### src/rtl/ufc_pkg.sv
// Shared types and constants for the UART frame checker with receive FIFO.
// Used by the top level and the checker; no dependencies.
`default_nettype none

package ufc_pkg;

  localparam int CMD_W       = 3;
  localparam int SLOT_W      = 10;
  localparam int DATA_W      = 8;
  localparam int BCNT_W      = 8;
  localparam int FRAME_CNT_W = 32;

  // Bit slot positions inside one sampled 8N1 frame.
  localparam int START_SLOT = 0;
  localparam int STOP_SLOT  = 9;

  // Largest value the byte count field can show.
  localparam logic [BCNT_W-1:0] BCNT_MAX = 8'hFF;

  // Command codes of an input transfer.
  typedef enum logic [CMD_W-1:0] {
    CMD_FRAME = 3'd0,
    CMD_READ  = 3'd1,
    CMD_PEEK  = 3'd2,
    CMD_FLUSH = 3'd3,
    CMD_START = 3'd4
  } cmd_t;

  // Control sequencer states.
  typedef enum logic [1:0] {
    ST_IDLE,
    ST_COPY,
    ST_POP_RD,
    ST_POP_OUT
  } ufc_state_t;

endpackage

`default_nettype wire

### src/rtl/ufc_ram.sv
// Simple dual-port synchronous RAM, one write and one registered read port.
// Holds the ring FIFO and the staging buffer; no package dependency.
`default_nettype none

module ufc_ram #(
  parameter int DEPTH = 64,
  parameter int WIDTH = 8,
  parameter int AW    = (DEPTH > 1) ? $clog2(DEPTH) : 1
) (
  input  logic             clk,
  input  logic             we,
  input  logic [AW-1:0]    waddr,
  input  logic [WIDTH-1:0] wdata,
  input  logic             re,
  input  logic [AW-1:0]    raddr,
  output logic [WIDTH-1:0] rdata
);

  logic [WIDTH-1:0] mem [DEPTH];

  // Write port.
  always_ff @(posedge clk) begin
    if (we) begin
      mem[waddr] <= wdata;
    end
  end

  // Registered read port.
  always_ff @(posedge clk) begin
    if (re) begin
      rdata <= mem[raddr];
    end
  end

endmodule

`default_nettype wire

### src/rtl/uart_frame_check_rx_fifo.sv
// Top level: 8N1 frame checker, overwrite ring FIFO and staging buffer.
// Depends on ufc_pkg and ufc_ram.
//
//   channel | signals                          | direction
//   --------+----------------------------------+----------
//   input   | in_valid, in_ready, cmd,         | into block
//           | sample_bits                      |
//   output  | out_valid, out_ready, read_data, | out of block
//           | read_valid, byte_count,          |
//           | frame_good, good_frames,         |
//           | bad_frames                       |
//
// Frame, peek, flush, start and unused codes, and a read with nothing buffered,
// finish at the accepting edge: the result is in the output register the next
// cycle. Other reads pass through ST_POP_RD and ST_POP_OUT, after ST_COPY when
// they refill the staging buffer, copying one ring RAM entry per cycle.
// One item is handled at a time; a new transfer is taken once the sequencer is
// idle and the output register is empty or being emptied. Reset is synchronous
// and needs no clearing pass.
`default_nettype none

module uart_frame_check_rx_fifo #(
  parameter int FIFO_DEPTH = 64
) (
  input  logic                             clk,
  input  logic                             rst,
  input  logic                             in_valid,
  output logic                             in_ready,
  input  logic [ufc_pkg::CMD_W-1:0]        cmd,
  input  logic [ufc_pkg::SLOT_W-1:0]       sample_bits,
  output logic                             out_valid,
  input  logic                             out_ready,
  output logic [ufc_pkg::DATA_W-1:0]       read_data,
  output logic                             read_valid,
  output logic [ufc_pkg::BCNT_W-1:0]       byte_count,
  output logic                             frame_good,
  output logic [ufc_pkg::FRAME_CNT_W-1:0]  good_frames,
  output logic [ufc_pkg::FRAME_CNT_W-1:0]  bad_frames
);

  import ufc_pkg::*;

  localparam int AW = (FIFO_DEPTH > 1) ? $clog2(FIFO_DEPTH) : 1;
  localparam int CW = $clog2(FIFO_DEPTH + 1);
  localparam int SW = (CW + 1 > BCNT_W + 1) ? CW + 1 : BCNT_W + 1;
  localparam logic [AW-1:0] LAST_SLOT = AW'(FIFO_DEPTH - 1);
  localparam logic [CW-1:0] DEPTH_C   = CW'(FIFO_DEPTH);

  function automatic logic [AW-1:0] next_slot(input logic [AW-1:0] p);
    return (p == LAST_SLOT) ? '0 : p + 1'b1;
  endfunction

  ufc_state_t state, state_next;

  logic [FRAME_CNT_W-1:0] good_count, good_next;
  logic [FRAME_CNT_W-1:0] bad_count, bad_next;
  logic [AW-1:0]          wr_idx, rd_idx;
  logic [CW-1:0]          ring_cnt;
  logic [AW-1:0]          stg_idx;
  logic [CW-1:0]          stg_rem;
  logic [AW-1:0]          copy_rptr;
  logic [CW-1:0]          copy_issued, copy_written;
  logic                   copy_pend;

  logic                   in_fire, out_fire, slot_free;
  logic                   is_frame, frame_ok, copy_last;
  logic                   load_idle, load_pop;
  logic [DATA_W-1:0]      frame_byte;
  logic [SW-1:0]          peek_sum, flush_sum;
  logic [BCNT_W-1:0]      peek_count, flush_count;

  logic                   ring_we, ring_re, stg_we, stg_re;
  logic [DATA_W-1:0]      ring_q, stg_q;

  // Handshakes and frame decode.
  assign out_fire   = out_valid && out_ready;
  assign slot_free  = !out_valid || out_ready;
  assign in_ready   = (state == ST_IDLE) && slot_free;
  assign in_fire    = in_valid && in_ready;
  assign frame_ok   = !sample_bits[START_SLOT] && sample_bits[STOP_SLOT];
  assign frame_byte = sample_bits[STOP_SLOT-1:START_SLOT+1];
  assign is_frame   = in_fire && (cmd == CMD_FRAME);

  // Frame counters after this transfer.
  assign good_next = good_count + FRAME_CNT_W'(is_frame && frame_ok);
  assign bad_next  = bad_count + FRAME_CNT_W'(is_frame && !frame_ok);

  // Saturated byte counts for peek and flush.
  assign peek_sum    = SW'(ring_cnt) + SW'(stg_rem);
  assign flush_sum   = SW'(ring_cnt);
  assign peek_count  = (peek_sum > SW'(BCNT_MAX)) ? BCNT_MAX : peek_sum[BCNT_W-1:0];
  assign flush_count = (flush_sum > SW'(BCNT_MAX)) ? BCNT_MAX : flush_sum[BCNT_W-1:0];

  // The copy ends when the last ring entry lands in the staging buffer.
  assign copy_last = copy_pend && ((copy_written + 1'b1) == ring_cnt);

  // Next state.
  always_comb begin
    state_next = state;
    unique case (state)
      ST_IDLE: begin
        if (in_fire && (cmd == CMD_READ)) begin
          if (stg_rem == '0 && ring_cnt != '0) begin
            state_next = ST_COPY;
          end else if (stg_rem != '0) begin
            state_next = ST_POP_RD;
          end
        end
      end
      ST_COPY: begin
        if (copy_last) begin
          state_next = ST_POP_RD;
        end
      end
      ST_POP_RD:  state_next = ST_POP_OUT;
      ST_POP_OUT: state_next = ST_IDLE;
      default:    state_next = ST_IDLE;
    endcase
  end

  // Memory strobes and result loads.
  always_comb begin
    ring_we   = 1'b0;
    ring_re   = 1'b0;
    stg_we    = 1'b0;
    stg_re    = 1'b0;
    load_idle = 1'b0;
    load_pop  = 1'b0;
    unique case (state)
      ST_IDLE: begin
        ring_we   = is_frame && frame_ok;
        load_idle = in_fire &&
                    !((cmd == CMD_READ) && (stg_rem != '0 || ring_cnt != '0));
      end
      ST_COPY: begin
        ring_re = (copy_issued != ring_cnt);
        stg_we  = copy_pend;
      end
      ST_POP_RD:  stg_re = 1'b1;
      ST_POP_OUT: load_pop = 1'b1;
      default: ;
    endcase
  end

  // Ring FIFO storage.
  ufc_ram #(.DEPTH(FIFO_DEPTH), .WIDTH(DATA_W), .AW(AW)) u_ring (
    .clk   (clk),
    .we    (ring_we),
    .waddr (wr_idx),
    .wdata (frame_byte),
    .re    (ring_re),
    .raddr (copy_rptr),
    .rdata (ring_q)
  );

  // Staging buffer, filled from the ring and drained by reads.
  ufc_ram #(.DEPTH(FIFO_DEPTH), .WIDTH(DATA_W), .AW(AW)) u_stage (
    .clk   (clk),
    .we    (stg_we),
    .waddr (copy_written[AW-1:0]),
    .wdata (ring_q),
    .re    (stg_re),
    .raddr (stg_idx),
    .rdata (stg_q)
  );

  // Control and pointer registers.
  always_ff @(posedge clk) begin
    if (rst) begin
      state        <= ST_IDLE;
      good_count   <= '0;
      bad_count    <= '0;
      wr_idx       <= '0;
      rd_idx       <= '0;
      ring_cnt     <= '0;
      stg_idx      <= '0;
      stg_rem      <= '0;
      copy_rptr    <= '0;
      copy_issued  <= '0;
      copy_written <= '0;
      copy_pend    <= 1'b0;
      out_valid    <= 1'b0;
    end else begin
      state      <= state_next;
      good_count <= good_next;
      bad_count  <= bad_next;
      copy_pend  <= ring_re;
      // A new result takes the register even as the old one leaves.
      if (load_idle || load_pop) begin
        out_valid <= 1'b1;
      end else if (out_fire) begin
        out_valid <= 1'b0;
      end
      case (state)
        ST_IDLE: begin
          if (in_fire) begin
            case (cmd) inside
              CMD_FRAME: begin
                if (frame_ok) begin
                  wr_idx <= next_slot(wr_idx);
                  if (ring_cnt != DEPTH_C) begin
                    ring_cnt <= ring_cnt + 1'b1;
                  end else begin
                    rd_idx <= next_slot(wr_idx);
                  end
                end
              end
              CMD_READ: begin
                if (stg_rem == '0 && ring_cnt != '0) begin
                  copy_rptr    <= rd_idx;
                  copy_issued  <= '0;
                  copy_written <= '0;
                end
              end
              CMD_FLUSH, CMD_START: begin
                wr_idx   <= '0;
                rd_idx   <= '0;
                ring_cnt <= '0;
              end
              default: ;
            endcase
          end
        end
        ST_COPY: begin
          if (ring_re) begin
            copy_rptr   <= next_slot(copy_rptr);
            copy_issued <= copy_issued + 1'b1;
          end
          if (stg_we) begin
            copy_written <= copy_written + 1'b1;
          end
          if (copy_last) begin
            stg_rem  <= ring_cnt;
            stg_idx  <= '0;
            wr_idx   <= '0;
            rd_idx   <= '0;
            ring_cnt <= '0;
          end
        end
        ST_POP_OUT: begin
          stg_idx <= stg_idx + 1'b1;
          stg_rem <= stg_rem - 1'b1;
        end
        default: ;
      endcase
    end
  end

  // Result payload register.
  always_ff @(posedge clk) begin
    if (load_pop) begin
      read_data   <= stg_q;
      read_valid  <= 1'b1;
      byte_count  <= '0;
      frame_good  <= 1'b0;
      good_frames <= good_count;
      bad_frames  <= bad_count;
    end else if (load_idle) begin
      read_data   <= '0;
      read_valid  <= 1'b0;
      frame_good  <= is_frame && frame_ok;
      good_frames <= good_next;
      bad_frames  <= bad_next;
      case (cmd)
        CMD_PEEK:  byte_count <= peek_count;
        CMD_FLUSH: byte_count <= flush_count;
        default:   byte_count <= '0;
      endcase
    end
  end

endmodule

`default_nettype wire

### config.mk
export PLATFORM = sky130hd
export DESIGN_NAME = uart_frame_check_rx_fifo
export DESIGN_NICKNAME = d
export VERILOG_FILES = /design/src/rtl/ufc_pkg.sv /design/src/rtl/ufc_ram.sv /design/src/rtl/uart_frame_check_rx_fifo.sv
export SDC_FILE = /design/constraint.sdc
export NUM_CORES = 1
export LEC_CHECK = 0
export BUFFER_PORTS_ARGS = -buffer_cell sky130_fd_sc_hd__buf_2
export CAP_MARGIN = 25
export CORE_MARGIN = 3
export CORE_UTILIZATION = 62
export CTS_BUF_LIST = sky130_fd_sc_hd__clkbuf_4 sky130_fd_sc_hd__clkbuf_8 sky130_fd_sc_hd__clkbuf_16
export CTS_CLUSTER_DIAMETER = 60
export DETAILED_ROUTE_END_ITERATION = 10
export PLACE_DENSITY = 0.79
export REMOVE_ABC_BUFFERS = 1
export SLEW_MARGIN = 20
export SYNTH_ARGS = -nofsm -noshare
export SYNTH_HDL_FRONTEND = slang
export SYNTH_HIERARCHICAL = 1
export SYNTH_SLANG_ARGS = --single-unit
### constraint.sdc
create_clock -name clk -period 5.4 [get_ports clk]
set_clock_uncertainty 0.05 [all_clocks]
set_input_delay 0.54 -clock clk [delete_from_list [all_inputs] [get_ports clk]]
set_output_delay 0.54 -clock clk [all_outputs]
set_load 0.03 [all_outputs]
==> flow_summary.json, run 1 <==
{
  "critical_path_buf_inv_count": 1,
  "fin_crit_sh_pct": 75.75,
  "critical_path.startpoint_type": "flip-flop",
  "critPathRequiredTime_ns": 5.66,
  "drc": 0,
  "synth_commonest_cells": "edfxtp_1 (1112), nor2_1 (273), mux4_2 (244)",
  "ctsHoldBuffers": 0,
  "yosys.area.top_type_share_pct": 66.05,
  "num_vias": 27950,
  "ios": 101,
  "first_pass_iters": 8,
  "min_path_cells": 2,
  "clk_pin_slew_ns": 0.06,
  "grt_pass1_wl_microns": 175200,
  "wl_per_cell_microns": 27.22,
  "slew_headroom_pct": 32.24,
  "synth_cell_types": 93,
  "ir_drop_mv": 0.3777,
  "vias_per_cell": 6.650,
  "holdWs_ns": 0.2448,
  "yosysMostFrequentCell": "edfxtp_1",
  "dp_cells": 3981,
  "maxCapViolCount": 0,
  "outcome": "completed",
  "die_x_microns": 291.6,
  "post_layout_nonfiller_instances": 4203,
  "routed_wl_microns": 114400,
  "slew_viol_final": 0,
  "nets": 3090,
  "end_kind": "flip-flop",
  "cp.depth": 8,
  "die_area_sq_um": 85000,
  "antenna_found_initial": 0,
  "synth_edf_count": 1112,
  "grt-ovfl-total": 0,
  "numCtsBuffers": 119,
  "yosysWarningCount": 6,
  "drt_iter0_drc": 3301,
  "slowest_stage": "nand4_1",
  "finalSetupViolCount": 0,
  "regToRegSetupSlack_ns": 1.31,
  "cts_root_buf": "clkbuf_16",
  "htree_num_levels": 3,
  "drive_gt1_share_pct": 20.55,
  "seq_area_frac_synth_pct": 71.20,
  "r2r_cells": 8,
  "die_h_microns": 291.6,
  "cts_tree": "done",
  "finish.utilization_pct": 69.37,
  "cts_resized": 0,
  "synthArstFlopShare_pct": 0,
  "cts_sinks": 1242,
  "io_buffers": 100,
  "cts_setup_buffers": 0,
  "max_stage_delay_ns": 0.88,
  "area_delta_synth_final_pct": 10.69,
  "netlist_instances": 2937,
  "initial_core_util_pct": 62.66,
  "crit_type": "flip-flop to flip-flop",
  "crit_chain": "inv_1, ha_1, and2_1, and2_1, nand2_1, nor3_1, nand4_1, nor2_1",
  "final_antenna_net_count": 0,
  "grt_pass1_vias": 28190,
  "min_to": "copy_written[0]",
  "syn_avg_cell_area_sq_um": 17.21,
  "clkLatencyLatePin_ns": 0.69,
  "path_max_fanout": 10,
  "cp.arrival_ns": 4.35,
  "worst_pin_slew_ns": 1.015,
  "grt_start_max_net_pins": 77,
  "r2r_end": "u_ring/mem[7][3]",
  "crit_top_cell": "and2_1",
  "power.density_nw_per_um2": 370.9,
  "synth.top_cells.by_area": "edfxtp_1 (66%), mux4_2 (11%), dfxtp_1 (5.1%), nor2_1 (2.0%), xnor2_1 (1.2%)",
  "gp_congestion": 0.8582,
  "clk_path_buf_depth": 3,
  "grtUsageTotal_pct": 27.24,
  "synthFlopType": "edfxtp_1",
  "r2r_start": "state[0]",
  "yosysTopAreaCell": "edfxtp_1",
  "path_delay_family": "simple AND/OR/NAND/NOR gates",
  "yosys_register_bits": 1242,
  "fillCellCount": 4850,
  "max_freq_ghz": 0.2445,
  "core_sq_um": 80680,
  "hpwl_microns": 68230,
  "synth_area_sq_um": 50560,
  "hold_class": "input port to flip-flop",
  "hold_viol_final": 0,
  "min_period_ns": 4.091,
  "core.rowCount": 104,
  "leakagePower_nw": 17.49,
  "diodes": 0,
  "rsz0062_at_grt": "no",
  "hold_start": "rst"
}
-- metrics by stage --
stage / setup TNS [ns] / worst slack, ns / instance area (sq um) / total power [mW]
after floorplan: -32.36 / -1.705 / 49710 / 12.12
after global placement: 0 / 1.466 / 51900 / 12.61
final: 0 / 1.309 / 55960 / 20.76
after detailed placement: 0 / 1.352 / 51900 / 12.65
after CTS: 0 / 1.347 / 55850 / 20.85
after global routing: 0 / 1.068 / 55960 / 21.38
-- cells by family after synthesis --
family | Yosys count | share of synthesized area, %
DFF | 1242 | 71.20
and+or+nand+nor | 731 | 6.997
muxes | 320 | 12.75
AOI/OAI and AO/OA | 307 | 4.329
buffers and inverters | 185 | 1.896
xor gates and xnor gates | 127 | 2.200
adders and majority gates | 25 | 0.6336
-- per-layer routing --
layer  share of wire, %  GRT usage (%)  vias to the layer above
li1                   -              -                    11910
met1                 37          36.60                    14190
met2                 51          46.19                     1606
met3                8.5          4.609                      246
met4                3.5          8.987                        0
met5                  0              0                        -
-- where the power goes --
part	internal (mW)	switching [mW]	total (mW)
Clock	4.82	3.45	8.28
Combinational	0.517	1.17	1.69
Sequential	10.7	0.115	10.8
Total	16.0	4.74	20.8
-- worst max path at each step --
stage	to	slack, ns	startpoint
2_1_floorplan	u_stage/rdata[4]	-1.70	stg_idx[0]
3_3_place_gp	u_ring/mem[7][0]	1.47	state[0]
3_5_place_dp	u_ring/mem[7][0]	1.35	state[0]
4_1_cts	u_ring/mem[7][3]	1.35	state[0]
5_1_grt	u_ring/mem[55][3]	1.07	state[0]
6_report	u_ring/mem[7][3]	1.31	state[0]
-- placed cells by master, fill, tap and decap left out, drive strengths merged, types with 24 or more instances in the layout --
| master | synthesis | routed |
|---|---|---|
| a21oi | 63 | 63 |
| buf | 88 | 145 |
| clkbuf | 68 | 139 |
| clkinv | 1 | 58 |
| dfxtp | 130 | 130 |
| edfxtp | 1112 | 1112 |
| ha | 24 | 24 |
| inv | 28 | 30 |
| mux2i | 45 | 45 |
| mux4 | 254 | 254 |
| nand2 | 128 | 128 |
| nand3 | 87 | 87 |
| nor2 | 273 | 273 |
| nor2b | 36 | 36 |
| nor3 | 50 | 50 |
| o21ai | 53 | 53 |
| o221ai | 25 | 25 |
| o22ai | 28 | 28 |
| or3 | 28 | 28 |
| xnor2 | 70 | 70 |
| xor2 | 57 | 57 |
-- state kept, by name, indices dropped and copies added (netlist names), 2 cells and up --
signal / flops
u_ring/rdata: 8
stg_idx: 6
bad_count: 32
byte_count: 8
good_frames: 32
copy_issued: 7
read_data: 8
stg_rem: 7
ring_cnt: 7
copy_rptr: 6
u_stage/rdata: 8
state: 2
copy_written: 7
bad_frames: 32
u_stage/mem: 512
rd_idx: 6
u_ring/mem: 512
good_count: 32
wr_idx: 6
-- cell type report --
type                       instances  area (sq um)  share of cell area, %
inverter                          29         108.9                 0.1945
clock buffer                     138          3173                  5.670
clock inverter                    78         784.5                  1.402
sequential                      1242         36020                  64.36
multi-input combinational       1510         13620                  24.34
timing repair buffer             146         930.9                  1.663
tap                             1060          1326                  2.370
-- worst reg2reg max path, delay by kind of cell (launching register included) --
kind / cells / cell delay (ns)
AND/OR/NAND/NOR: 6 / 2.89
flip-flops: 1 / 0.34
adder cells (fa/ha/maj): 1 / 0.34
buffers and inverters: 1 / 0.10
No activity file was read; power rests on OpenSTA's default activity.
==> inputs of run 2 (changes only) <==
- ABC_AREA: unset -> 1
- CORE_UTILIZATION: 62 -> 63
- PLACE_DENSITY: 0.79 -> 0.8
- clock period: 5.4 -> 4.21 ns (I/O delays scaled with it)
==> run 2 against run 1 <==
Global-route usage grew 2.1 points. Hold slack lost 0.16 ns. Combinational power grew 130%. Core utilization grew 1.5 points. Highest routed layer unchanged. Critical endpoint is now bad_frames[26]. Sequential cell count is the same.
==> flow_summary.json, run 2 <==
{
  "gp_congestion": 0.8969,
  "clkLatencyLatePin_ns": 0.72,
  "numCtsBuffers": 119,
  "leakagePower_nw": 21.60,
  "cts_tree": "done",
  "critPathRequiredTime_ns": 4.62,
  "slew_headroom_pct": 34.13,
  "slowest_stage": "dfxtp_1",
  "critical_path.startpoint_type": "flip-flop",
  "outcome": "completed",
  "finalSetupViolCount": 0,
  "internal_power_mw": 21.31,
  "first_pass_iters": 6,
  "drc": 0,
  "min_period_ns": 3.643,
  "path_max_fanout": 9,
  "netlist_instances": 4957,
  "drt_iter0_drc": 4970,
  "synth_cell_types": 41,
  "p_comb_share_pct": 13.3,
  "cts_setup_buffers": 0,
  "maxCapViolCount": 0,
  "power.density_nw_per_um2": 496.8,
  "die_area_sq_um": 87650,
  "grt_start_max_net_pins": 182,
  "slew_viol_final": 0,
  "synth_area_sq_um": 53000,
  "syn_avg_cell_area_sq_um": 10.69,
  "area_delta_synth_final_pct": 10.63,
  "rsz0062_at_grt": "no",
  "cp.arrival_ns": 4.05,
  "grt_pass1_wl_microns": 199500,
  "final_antenna_net_count": 0,
  "place_area_sq_um": 54540,
  "max_freq_ghz": 0.2745,
  "critical_path_buf_inv_count": 4,
  "io_buffers": 100,
  "grt_pass1_vias": 36240,
  "yosysTopAreaCell": "edfxtp_1",
  "hold_class": "input port to flip-flop",
  "synthFlopType": "edfxtp_1",
  "final_common_cell": "nand2_1",
  "die_x_microns": 296.1,
  "routed_wl_microns": 130100,
  "synthArstFlopShare_pct": 0,
  "fin_crit_sh_pct": 86.54,
  "crit_chain": "inv_1, ha_1, inv_2, nor2_2, nand2_2, nor3_1, ha_1, ha_1, nand3_1, nor2_1, inv_2, nor2_2, inv_1, nor2_2, nand4_1, xor2_1, nand2_1, o21ai_0",
  "top_regs": "u_ring/mem: 512 flops, u_stage/mem: 512 flops",
  "hpwl_microns": 75050,
  "cts_root_buf": "clkbuf_16",
  "synth_commonest_cells": "nand2_1 (1573), edfxtp_1 (1112), nand3_1 (954)",
  "yosysWarningCount": 6,
  "pwr-share-seq_pct": 49.3,
  "core_sq_um": 82770,
  "ir_drop_mv": 0.4072,
  "seq_area_frac_synth_pct": 67.91,
  "grtUsageTotal_pct": 29.35,
  "cts_sinks": 1242,
  "ios": 101,
  "hold_viol_final": 0,
  "num_vias": 37740,
  "crit_type": "flip-flop to flip-flop",
  "max_stage_delay_ns": 0.36,
  "ctsHoldBuffers": 0,
  "path_delay_family": "simple AND/OR/NAND/NOR gates",
  "fin_tns_setup_ns": 0,
  "vias_per_cell": 6.037,
  "nets": 5122,
  "htree_num_levels": 3,
  "cts_resized": 0,
  "grt-ovfl-total": 0,
  "layout_common_cells": "nand2_1 (1573), edfxtp_1 (1112), nand3_1 (954)",
  "end_kind": "flip-flop",
  "yosys.area.top_type_share_pct": 63.00,
  "die_h_microns": 296.1,
  "diodes": 0,
  "drive_gt1_share_pct": 9.977,
  "worst_pin_slew_ns": 0.9881,
  "stdcell_area_sq_um": 58640,
  "power_switching_mw": 7.821,
  "wl_per_cell_microns": 20.81,
  "yosysMostFrequentCell": "nand2_1",
  "clk_pin_slew_ns": 0.06,
  "p_clk_share_pct": 37.4,
  "clk_path_buf_depth": 3,
  "synth_edf_count": 1112,
  "initial_core_util_pct": 64.04,
  "yosys_register_bits": 1242,
  "synth.top_cells.by_area": "edfxtp_1 (63%), nand2_1 (11%), nand3_1 (9.0%), dfxtp_1 (4.9%), nor2_1 (2.3%)",
  "antenna_found_initial": 0,
  "core.rowCount": 105,
  "switching_share_pct": 26.84
}
==> run 2: cell types whose count changed after synthesis, sizes merged, moves of 36 or more <==
cell	previous run	this run
buf	88	213
inv	28	210
mux2i	45	0
mux4	254	0
nand2	128	1577
nand3	87	956
nor2	273	338
nor2b	36	0
o21ai	53	115
xnor2	70	16
==> run 2: final cells by class <==
class                           instances  area, sq um
Clock buffer                          155         3344
Clock inverter                         68        725.7
Fill cell                            5533        24130
Inverter                              210        805.8
Multi-Input combinational cell       3241        14510
Sequential cell                      1242        36010
Tap cell                             1070         1339
Timing Repair Buffer                  266         1909
==> run 2: per-layer routing <==
layer,track usage [%],vias to the layer above,share of wire [%]
met2,49.21,2126,49
met1,38.46,17960,38
met3,4.568,374,9.2
li1,-,17280,-
met4,12.80,0,4.2
met5,0,-,0
==> run 2: tightest hold or removal path, stage by stage <==
cell and delay (ns):
buf_2 0.10, inv_1 0.04, nand2_1 0.04, inv_1 0.08, o21ai_0 0.10, inv_1 0.06
==> run 2: logic make-up after synthesis <==
group           after synthesis  synth area share, %
compound gates              172                1.690
xor+xnor                     75                1.239
fa+ha+maj                    25               0.6043
buf+inv                     474                4.749
flops                      1242                67.91
simple gates               2969                23.81
==> run 2: worst paths after layout <==
kind / slack, ns / from / end / depth (start not counted)
setup / recovery: 0.57 / state[0] / bad_frames[26] / 18
hold / removal: 0.09 / out_ready / out_valid / 6
setup reg to reg: 0.57 / state[0] / bad_frames[26] / 18
hold reg to reg: 0.40 / read_valid / read_valid / 2
==> run 2: power groups by stage <==
stage	clock, mW	combinational (mW)	sequential [mW]
3_3_place_gp	0	3.70	14.6
4_1_cts	11.0	3.81	14.4
3_5_place_dp	0	3.78	14.6
5_1_grt	11.5	4.20	14.4
6_report	10.9	3.86	14.4
2_1_floorplan	0	1.82	15.2
==> run 2: stage by stage <==
stage / util [%] / setup slack, ns / power (mW) / hold slack [ns] / instances
global route: 70.85 / 0.2183 / 30.08 / 0.1289 / 6252
floorplan: - / -3.952 / 17.01 / 0.4158 / 4693
detailed placement: 65.90 / 0.6459 / 18.40 / 0.3859 / 6027
CTS: 70.81 / 0.5957 / 29.14 / 0.06292 / 6250
finish: 70.85 / 0.5668 / 29.14 / 0.08840 / 6252
global placement: 65.82 / 0.6906 / 18.31 / 0.3823 / 6024
